$ cat src/rtl/bee_pkg.sv
// shared types, character codes and hex decode for the backslash escape expander
`timescale 1ns / 1ps
`default_nettype none
package bee_pkg;

   // escape decoder state
   typedef enum logic [1:0] {
      MODE_PLAIN = 2'd0,
      MODE_ESC   = 2'd1,
      MODE_HEX0  = 2'd2,
      MODE_HEX1  = 2'd3
   } mode_type;

   // one result item held in the output buffer
   typedef struct packed {
      logic [7:0] out_byte;
      logic       run_last;
      logic       text_done;
   } res_type;

   // result of a hex digit lookup
   typedef struct packed {
      logic       valid;
      logic [3:0] nibble;
   } hex_type;

   localparam logic [7:0] CHR_BSLASH = 8'h5C;
   localparam logic [7:0] CHR_N      = 8'h6E;
   localparam logic [7:0] CHR_R      = 8'h72;
   localparam logic [7:0] CHR_T      = 8'h74;
   localparam logic [7:0] CHR_X      = 8'h78;
   localparam logic [7:0] CHR_ZERO   = 8'h30;
   localparam logic [7:0] CHR_NINE   = 8'h39;
   localparam logic [7:0] CHR_LA     = 8'h61;
   localparam logic [7:0] CHR_LF     = 8'h66;
   localparam logic [7:0] CHR_UA     = 8'h41;
   localparam logic [7:0] CHR_UF     = 8'h46;
   localparam logic [7:0] CHR_NL     = 8'h0A;
   localparam logic [7:0] CHR_CR     = 8'h0D;
   localparam logic [7:0] CHR_TAB    = 8'h09;
   localparam logic [7:0] CHR_NUL    = 8'h00;

   // ascii hex digit to nibble
   function automatic hex_type hex_decode(input logic [7:0] b);
      hex_type h;
      h.valid  = 1'b0;
      h.nibble = 4'd0;
      if (b >= CHR_ZERO && b <= CHR_NINE) begin
         h.valid  = 1'b1;
         h.nibble = b[3:0];
      end else if ((b >= CHR_LA && b <= CHR_LF) || (b >= CHR_UA && b <= CHR_UF)) begin
         // low nibble of 'a'..'f' and 'A'..'F' runs 1..6
         h.valid  = 1'b1;
         h.nibble = 4'(b[3:0] + 4'd9);
      end
      return h;
   endfunction

endpackage
`default_nettype wire

$ cat src/rtl/backslash_escape_expander_top.sv
// backslash escape expander: decode logic, escape state and two-entry result buffer
// an item's first result is shown in the cycle after it is accepted
// throughput: one item per cycle while the output is not stalled and items give at
//   most one result each; an item that gives two results holds the input off until
//   the two-entry result buffer drains, one result per cycle while not stalled
// reset (synchronous, active high) returns to plain text mode, clears the hex
//   nibble and empties the result buffer
`timescale 1ns / 1ps
`default_nettype none
module backslash_escape_expander_top (
   input  wire logic       clock,
   input  wire logic       reset,
   input  wire logic       req_valid,
   output logic            req_stall,
   input  wire logic [7:0] req_in_byte,
   input  wire logic       req_text_end,
   output logic            rsp_valid,
   input  wire logic       rsp_stall,
   output logic [7:0]      rsp_out_byte,
   output logic            rsp_run_last,
   output logic            rsp_text_done
);

   // escape state
   bee_pkg::mode_type mode_ff, mode_in;
   logic [3:0]        nib_ff, nib_in;

   // result buffer: slot0 is shown on the port, slot1 waits behind it
   bee_pkg::res_type  slot0_ff, slot0_in;
   bee_pkg::res_type  slot1_ff, slot1_in;
   logic [1:0]        count_ff, count_in;

   // decode outputs for the item on the input port
   logic [1:0]        n_res;
   logic [7:0]        byte0, byte1;
   bee_pkg::hex_type  hx;
   logic              pop, accept;
   logic [1:0]        count_left;

   // handshake: take an item only when the buffer will be empty after this cycle
   assign rsp_valid  = (count_ff != 2'd0);
   assign pop        = rsp_valid && !rsp_stall;
   assign count_left = count_ff - {1'b0, pop};
   assign req_stall  = (count_left != 2'd0);
   assign accept     = req_valid && !req_stall;

   assign rsp_out_byte  = slot0_ff.out_byte;
   assign rsp_run_last  = slot0_ff.run_last;
   assign rsp_text_done = slot0_ff.text_done;

   assign hx = bee_pkg::hex_decode(req_in_byte);

   // escape decode: results produced and next escape state
   always_comb begin
      mode_in = mode_ff;
      nib_in  = nib_ff;
      n_res   = 2'd0;
      byte0   = req_in_byte;
      byte1   = req_in_byte;
      case (mode_ff)
         bee_pkg::MODE_PLAIN: begin
            if (req_in_byte == bee_pkg::CHR_BSLASH && !req_text_end) begin
               mode_in = bee_pkg::MODE_ESC;
            end else begin
               n_res = 2'd1;
            end
         end
         bee_pkg::MODE_ESC: begin
            mode_in = bee_pkg::MODE_PLAIN;
            n_res   = 2'd1;
            case (req_in_byte)
               bee_pkg::CHR_N:      byte0 = bee_pkg::CHR_NL;
               bee_pkg::CHR_R:      byte0 = bee_pkg::CHR_CR;
               bee_pkg::CHR_T:      byte0 = bee_pkg::CHR_TAB;
               bee_pkg::CHR_ZERO:   byte0 = bee_pkg::CHR_NUL;
               bee_pkg::CHR_BSLASH: byte0 = bee_pkg::CHR_BSLASH;
               bee_pkg::CHR_X: begin
                  // \x at the end of the text just gives 'x'
                  if (!req_text_end) begin
                     mode_in = bee_pkg::MODE_HEX0;
                     n_res   = 2'd0;
                  end
               end
               default: begin
                  // unknown escape keeps the backslash
                  byte0 = bee_pkg::CHR_BSLASH;
                  n_res = 2'd2;
               end
            endcase
         end
         bee_pkg::MODE_HEX0: begin
            if (hx.valid) begin
               if (req_text_end) begin
                  mode_in = bee_pkg::MODE_PLAIN;
                  n_res   = 2'd1;
                  byte0   = {4'd0, hx.nibble};
               end else begin
                  nib_in  = hx.nibble;
                  mode_in = bee_pkg::MODE_HEX1;
               end
            end else begin
               // lone \x: 'x', then the byte as plain text, or a backslash starts a new escape
               byte0   = bee_pkg::CHR_X;
               mode_in = bee_pkg::MODE_PLAIN;
               if (req_in_byte == bee_pkg::CHR_BSLASH && !req_text_end) begin
                  mode_in = bee_pkg::MODE_ESC;
                  n_res   = 2'd1;
               end else begin
                  n_res = 2'd2;
               end
            end
         end
         bee_pkg::MODE_HEX1: begin
            mode_in = bee_pkg::MODE_PLAIN;
            if (hx.valid) begin
               n_res = 2'd1;
               byte0 = {nib_ff, hx.nibble};
            end else begin
               // single digit escape ends: its value, then the byte as plain text, or a backslash starts a new escape
               byte0 = {4'd0, nib_ff};
               if (req_in_byte == bee_pkg::CHR_BSLASH && !req_text_end) begin
                  mode_in = bee_pkg::MODE_ESC;
                  n_res   = 2'd1;
               end else begin
                  n_res = 2'd2;
               end
            end
         end
         default: begin
            mode_in = bee_pkg::MODE_PLAIN;
         end
      endcase
      // every text ends back in plain mode
      if (req_text_end) begin
         mode_in = bee_pkg::MODE_PLAIN;
      end
   end

   // result buffer next values
   always_comb begin
      slot0_in = slot0_ff;
      slot1_in = slot1_ff;
      count_in = count_left;
      if (accept) begin
         count_in           = n_res;
         slot0_in.out_byte  = byte0;
         slot0_in.run_last  = (n_res == 2'd1);
         slot0_in.text_done = (n_res == 2'd1) && req_text_end;
         slot1_in.out_byte  = byte1;
         slot1_in.run_last  = 1'b1;
         slot1_in.text_done = req_text_end;
      end else if (pop) begin
         slot0_in = slot1_ff;
      end
   end

   always_ff @(posedge clock) begin
      if (reset) begin
         mode_ff  <= bee_pkg::MODE_PLAIN;
         nib_ff   <= 4'd0;
         count_ff <= 2'd0;
      end else begin
         if (accept) begin
            mode_ff <= mode_in;
            nib_ff  <= nib_in;
         end
         count_ff <= count_in;
      end
   end

   // payload registers, no reset needed
   always_ff @(posedge clock) begin
      slot0_ff <= slot0_in;
      slot1_ff <= slot1_in;
   end

   // buffer never holds more than two results
   a_count_max: assert property (@(posedge clock) disable iff (reset)
      count_ff != 2'd3)
      else $error("result buffer over two entries");

   // an accepted item loads exactly its own result count
   a_count_load: assert property (@(posedge clock) disable iff (reset)
      accept |=> count_ff == $past(n_res))
      else $error("result count mismatch after accept");

   // a final byte always leaves the decoder in plain mode
   a_end_plain: assert property (@(posedge clock) disable iff (reset)
      accept && req_text_end |=> mode_ff == bee_pkg::MODE_PLAIN)
      else $error("escape state not cleared at end of text");

   // a final byte always produces at least one result
   a_end_result: assert property (@(posedge clock) disable iff (reset)
      accept && req_text_end |=> rsp_valid)
      else $error("final byte gave no result");

   // input is held off only while results remain buffered
   a_stall_cause: assert property (@(posedge clock) disable iff (reset)
      req_stall |-> count_ff != 2'd0)
      else $error("input stalled with empty buffer");

endmodule
`default_nettype wire
$ cat config.mk
export PLATFORM = sky130hd
export DESIGN_NAME = backslash_escape_expander_top
export DESIGN_NICKNAME = d
export VERILOG_FILES = /design/src/rtl/bee_pkg.sv /design/src/rtl/backslash_escape_expander_top.sv
export SDC_FILE = /design/constraint.sdc
export NUM_CORES = 1
export LEC_CHECK = 0
export BUFFER_PORTS_ARGS = -buffer_cell sky130_fd_sc_hd__buf_2
export CAP_MARGIN = 20
export CORE_UTILIZATION = 46
export DETAILED_ROUTE_END_ITERATION = 12
export PLACE_DENSITY = 0.66
export SYNTH_ARGS = -nofsm -noshare
export SYNTH_HDL_FRONTEND = slang
export SYNTH_SLANG_ARGS = --single-unit
$ cat constraint.sdc
create_clock -name clock -period 4.88 [get_ports clock]
set_input_delay 1.22 -clock clock [delete_from_list [all_inputs] [get_ports clock]]
set_output_delay 1.22 -clock clock [all_outputs]
set_load 0.1 [all_outputs]
# Yosys cells after proc, flatten, opt, wreduce, memory -nomap -nowiden

Index checks and enable logic that the tools add are counted.

Flip-flop bits (word level): 27
Input port bits: 13

Equal/unequal tests: 11
Magnitude comparators: 6
Add/sub/neg operators: 2
Bitwise operators: 1
Multiplexer cells: 24
Reduce and logical (&&, ||, !) cells: 18

Operators with widths:

| kind                                                              | number |
|---|---|
| equality test 8 x 7 -> 1 bit, second input constant               | 5 |
| case mux 8 bit (5 select lines)                                   | 1 |
| two-way mux 8 bit                                                 | 3 |
| case mux 8 bit (3 select lines)                                   | 1 |
| two-way mux 10 bit                                                | 2 |
| two-way mux 2 bit                                                 | 9 |
| greater-or-equal comparator 8 x 7 -> 1 bit, second input constant | 2 |
| less-or-equal comparator 8 x 7 -> 1 bit, second input constant    | 2 |
| case mux 2 bit (4 select lines)                                   | 2 |
| two-way mux 5 bit                                                 | 2 |
| equality test 8 x 6 -> 1 bit, second input constant               | 1 |
| greater-or-equal comparator 8 x 6 -> 1 bit, second input constant | 1 |
| less-or-equal comparator 8 x 6 -> 1 bit, second input constant    | 1 |
| logical AND 1 bit                                                 | 7 |
| nonzero test 2 bit                                                | 3 |
| OR reduction 5 bit                                                | 1 |
| adder 4 bit, second input constant                                | 1 |
| equality test 2 x 1 -> 1 bit, second input constant               | 2 |
| equality test 2 bit, second input constant                        | 2 |
| case mux 2 bit (2 select lines)                                   | 1 |
| AND reduction 4 bit                                               | 1 |
| zero test 1 bit                                                   | 3 |
| two-way mux 1 bit                                                 | 3 |
| inequality test 3 bit, second input constant                      | 1 |
| 5 further kinds                                                   | 5 |

# Longest topological paths before layout

Word-level depth: 10
Gate-level depth with buffers: 10
Gate-level depth less buffers: 9

# Least setup slack after synthesis

OpenSTA, ideal clock, no wires.

Path kind: input port to output port
Start point: input port rsp_stall
End point: output port req_stall
Path slack: 1.425 ns
Buffers on the path: 0
Cell stages on the path: 4
Arrival time: 2.235 ns
Data required time: 3.660 ns
Cell sequence: nor2_1 -> ha_1 -> xnor2_1 -> nand2_1

Word-level cells in the longest chain between the ends: 4

RTL lines:

| item                      | RTL line                            | source |
|---|---|---|
| start, declared           | backslash_escape_expander_top.sv:18 | `input wire logic rsp_stall,` |
| zero test 1 bit           | backslash_escape_expander_top.sv:42 | `assign pop = rsp_valid && !rsp_stall;` |
| logical AND 1 bit         | backslash_escape_expander_top.sv:42 |  |
| subtractor 2 x 1 -> 2 bit | backslash_escape_expander_top.sv:43 | `assign count_left = count_ff - {1'b0, pop};` |
| nonzero test 2 bit        | backslash_escape_expander_top.sv:44 | `assign req_stall = (count_left != 2'd0);` |
| end, declared             | backslash_escape_expander_top.sv:14 | `output logic req_stall,` |

Every way passes these cells.

# Worst setup path after layout

Same ends and word-level chain as after synthesis.

==> results.txt <==
The maximum buffer depth of the clock tree is 2, and the final net count is 230. CTS saw 27 sinks. The synthesized netlist occupies a cell area of 0.00186 mm². The cell count after synthesis came out at 193. The number of pins exceeding their max-slew limit in the final report came out at 0. The sort of element at the start of the critical path is an input pin. Cell repeated most along the worst path: sky130_fd_sc_hd__buf_2. For this block, the routed nets add up to 4.99 mm of wire. In this run the clock root is driven by a sky130_fd_sc_hd__clkbuf_8.

The run gives 0 as the final count of negative-setup-slack endpoints. Setup repair after global routing left no endpoint under its margin. Delay of the slowest cell on the worst path: 0.42 ns.

In this run, synthesis inferred 19 flip-flops with an integrated enable. The tools report the total routing resource utilization after global routing as 0.248. Initial cell density of the core: 0.494. For the global routing usage on met2, the log shows 0.401.

The hold buffer count at CTS was 0; the highest fanout seen on the critical path was 3. The die is 65.7 µm wide. For this run, the number of Yosys warnings is 0.

The first-iteration detailed-routing DRC count is 146. The via count of the routed design was 1722. For this run the aggregate overflow at the end of global routing stands at 0. The setup path with the least slack is of type input pin to output port. The maximum number of pins on one net before global-route repair was 24; the total clock buffers created by CTS was 3. The flow ran to the end, and the final reports show no timing, DRC or antenna violations. The logs give 0 for the final routed DRC violation total and 0 for the number of nets with antenna violations after detailed routing.

The repair_antennas step left the layout with diodes totalling 0. For this design the ratio of total power to cell area is 571 mW/mm². When the netlist entered floorplanning its net count stood at 211.

The count of endpoints failing hold in the final timing report was 0; the standby leakage power was 0.748 nW. The run gives 1598 as the number of global-route vias before repair. The critical path goes through buf_2, nor2_1, ha_1, xnor2_1, nand2_1, buf_2.

The layout has 352 filler cells. The fraction of registers with async set/reset was 0. The wire-length estimate of the detail-placed layout is 3.54 mm.

The slew at the pin closest to its max-slew limit is 0.790 ns. The weighted congestion reported at the end of routability-driven placement was 0.956; the post-route clock skew was 0.00198 ns. The logs give 2.21 ns for the data arrival at the endpoint of the critical path and 1 for the number of H-tree levels. Leaving out fill and tap cells, the most frequent cells in the layout are sky130_fd_sc_hd__buf_2, sky130_fd_sc_hd__edfxtp_1, sky130_fd_sc_hd__nand2_1.

The first global-routing pass estimated 8.17 mm of wire. In this run the cell area measured after placement is 0.00201 mm². The met3 capacity usage during global routing is 0.0330, and the period utilization is 0.704.

Buffers added to address setup during post-CTS repair amount to 0. Max-cap violations in this run came to 0. The floorplan step defined a core boundary enclosing 0.00377 mm². The die covers 0.00431 mm².

The relative slew slack was 0.473. The share of layout cells above drive strength 1 is 0.209, and the worst ir drop on vdd is 0.194 mV. The path class of the tightest hold or removal check is flip-flop to flip-flop. The logs give 0.291 GHz for the peak clock frequency supported by timing and 0 for the initial antenna violation count.

The area overhead of the layout relative to synthesis is 10.3%. The vertical die dimension is 65.7 µm, and the setup TNS is 0 ns. The number of distinct standard cells referenced by the synthesized netlist is 62, and the number of I/O port buffers is 24. The shortest period the worst path allows is 3.43 ns, and the post-cts gate resize count is 0. Vias per cell: 6.65. For the worst setup path, the data required time is 3.66 ns. TritonCTS built the clock tree. After detailed routing, the average wire length per cell comes to 19.3 µm. For this run, the leading register cell type out of synthesis is sky130_fd_sc_hd__edfxtp_1. The clock reaches the later pin of the worst-skew pair after 0.28 ns.

After global routing, the most crowded layer is met2. The final design instance area without fill is 0.00206 mm², and the clock-pin slew of the registers on the worst-case setup and hold paths is 0.09 ns. Each instance of the synthesized netlist takes up on average 9.66 µm². After floorplanning, the core was divided into 22 placement rows. 25 I/O pins were placed. The first detailed-routing pass took 5 iterations.

After synthesis the netlist holds a flip-flop and latch count of 27. The cell with the largest stage delay on the worst path was sky130_fd_sc_hd__buf_2. Leaving out fill and tap cells, the most frequent cell in the layout is sky130_fd_sc_hd__buf_2. Sequential area share after synthesis: 0.392. The worst setup path is captured at an output port. The run gives 0.332 as the global routing met1 resource utilization.
layer usage:
| layer | part of all wire | wire, µm | vias to the layer above |
|---|---|---|---|
| met5 | 0 | 0 | - |
| met4 | 0.030 | 149 | 0 |
| met3 | 0.073 | 363 | 17 |
| met2 | 0.46 | 2270 | 91 |
| met1 | 0.44 | 2200 | 821 |
| li1 | - | - | 793 |
where the power goes:
part	total (mW)	internal (mW)	switching [mW]
registers	0.366	0.347	0.0194
clock network	0.133	0.0585	0.0741
logic	0.675	0.114	0.561
total	1.17	0.519	0.655
worst max-delay path, delay by kind of cell:
family	cells	cell delay (ns)
AND/OR/NAND/NOR	2	0.12
adder cells (fa/ha/maj)	1	0.19
buffers and inverters	2	0.51
XOR/XNOR	1	0.16
state kept, by name (all words and copies together) (netlist names):
register / flops
rsp_run_last: 1
rsp_text_done: 1
nib_ff: 4
rsp_out_byte: 8
count_ff: 2
slot1_ff: 9
mode_ff: 2
synthesized netlist by cell type, types with 2 or more instances:
| cell | count | share of area |
|---|---|---|
| sky130_fd_sc_hd__o21ai_0 | 12 | 0.032 |
| sky130_fd_sc_hd__mux2i_1 | 5 | 0.027 |
| sky130_fd_sc_hd__o311ai_0 | 2 | 0.0094 |
| sky130_fd_sc_hd__o211ai_1 | 3 | 0.012 |
| sky130_fd_sc_hd__nand3b_1 | 4 | 0.016 |
| sky130_fd_sc_hd__edfxtp_1 | 19 | 0.31 |
| sky130_fd_sc_hd__xnor2_1 | 3 | 0.014 |
| sky130_fd_sc_hd__buf_2 | 4 | 0.011 |
| sky130_fd_sc_hd__o21ai_1 | 2 | 0.0054 |
| sky130_fd_sc_hd__a21o_1 | 2 | 0.0081 |
| sky130_fd_sc_hd__o21a_1 | 2 | 0.0081 |
| sky130_fd_sc_hd__a31oi_1 | 6 | 0.020 |
| sky130_fd_sc_hd__nand3_1 | 5 | 0.013 |
| sky130_fd_sc_hd__o41ai_2 | 2 | 0.017 |
| sky130_fd_sc_hd__mux2_2 | 2 | 0.012 |
| sky130_fd_sc_hd__inv_1 | 8 | 0.016 |
| sky130_fd_sc_hd__a21oi_1 | 7 | 0.019 |
| sky130_fd_sc_hd__a2111oi_0 | 2 | 0.0094 |
| sky130_fd_sc_hd__clkbuf_1 | 7 | 0.014 |
| sky130_fd_sc_hd__ha_1 | 5 | 0.034 |
| sky130_fd_sc_hd__and3_1 | 4 | 0.013 |
| sky130_fd_sc_hd__nor2b_1 | 3 | 0.010 |
| sky130_fd_sc_hd__a311oi_1 | 3 | 0.014 |
| sky130_fd_sc_hd__o31ai_1 | 4 | 0.016 |
| sky130_fd_sc_hd__nand2_1 | 14 | 0.028 |
| sky130_fd_sc_hd__nor2_1 | 13 | 0.026 |
| sky130_fd_sc_hd__nand4_1 | 4 | 0.013 |
| sky130_fd_sc_hd__dfxtp_1 | 8 | 0.086 |
| sky130_fd_sc_hd__nor3b_1 | 2 | 0.0081 |
| sky130_fd_sc_hd__nor3_1 | 4 | 0.011 |
cell type report:
type                            count  area, µm²  area share
Clock buffer                        3       41.3      0.0201
Clock inverter                      1       6.26     0.00304
Inverter                            9       33.8      0.0164
Multi-Input combinational cell    145       1050       0.510
Sequential cell                    27        731       0.355
Tap cell                           48       60.1      0.0292
Timing Repair Buffer               26        135      0.0657
per-stage QoR:
| stage | total power, mW | std cells | hold WS, ns | setup slack [ns] | utilization |
|---|---|---|---|---|---|
| finish | 1.17 | 259 | 0.539 | 1.45 | 0.545 |
| global route | 1.23 | 259 | 0.585 | 1.36 | 0.545 |
| CTS | 1.18 | 259 | 0.543 | 1.44 | 0.545 |
| detailed placement | 1.05 | 255 | 0.519 | 1.31 | 0.533 |
| global placement | 1.04 | 255 | 0.504 | 1.39 | 0.533 |
| floorplan | 0.927 | 193 | 0.475 | 1.42 | - |
cell families (layout without fill, tap and decap cells):
kind of cell | count (synthesis) | in the layout | synth area share
muxes | 7 | 7 | 0.0389
buffers and inverters | 21 | 39 | 0.0450
AOI/OAI and AO/OA | 64 | 64 | 0.262
DFF | 27 | 27 | 0.392
adders and majority gates | 5 | 5 | 0.0336
xor gates and xnor gates | 3 | 3 | 0.0141
and+or+nand+nor | 66 | 66 | 0.215
path summary, 6_finish.rpt:
| kind | from | end | slack [ns] | cells past startpoint |
|---|---|---|---|---|
| worst max-delay path | rsp_stall | req_stall | 1.45 | 6 |
| worst min register to register | slot1_ff[0] | rsp_text_done | 0.54 | 2 |
| worst min-delay path | slot1_ff[0] | rsp_text_done | 0.54 | 2 |
| worst max register to register | count_ff[0] | nib_ff[3] | 2.12 | 10 |
(Power assumes the default switching activity.)
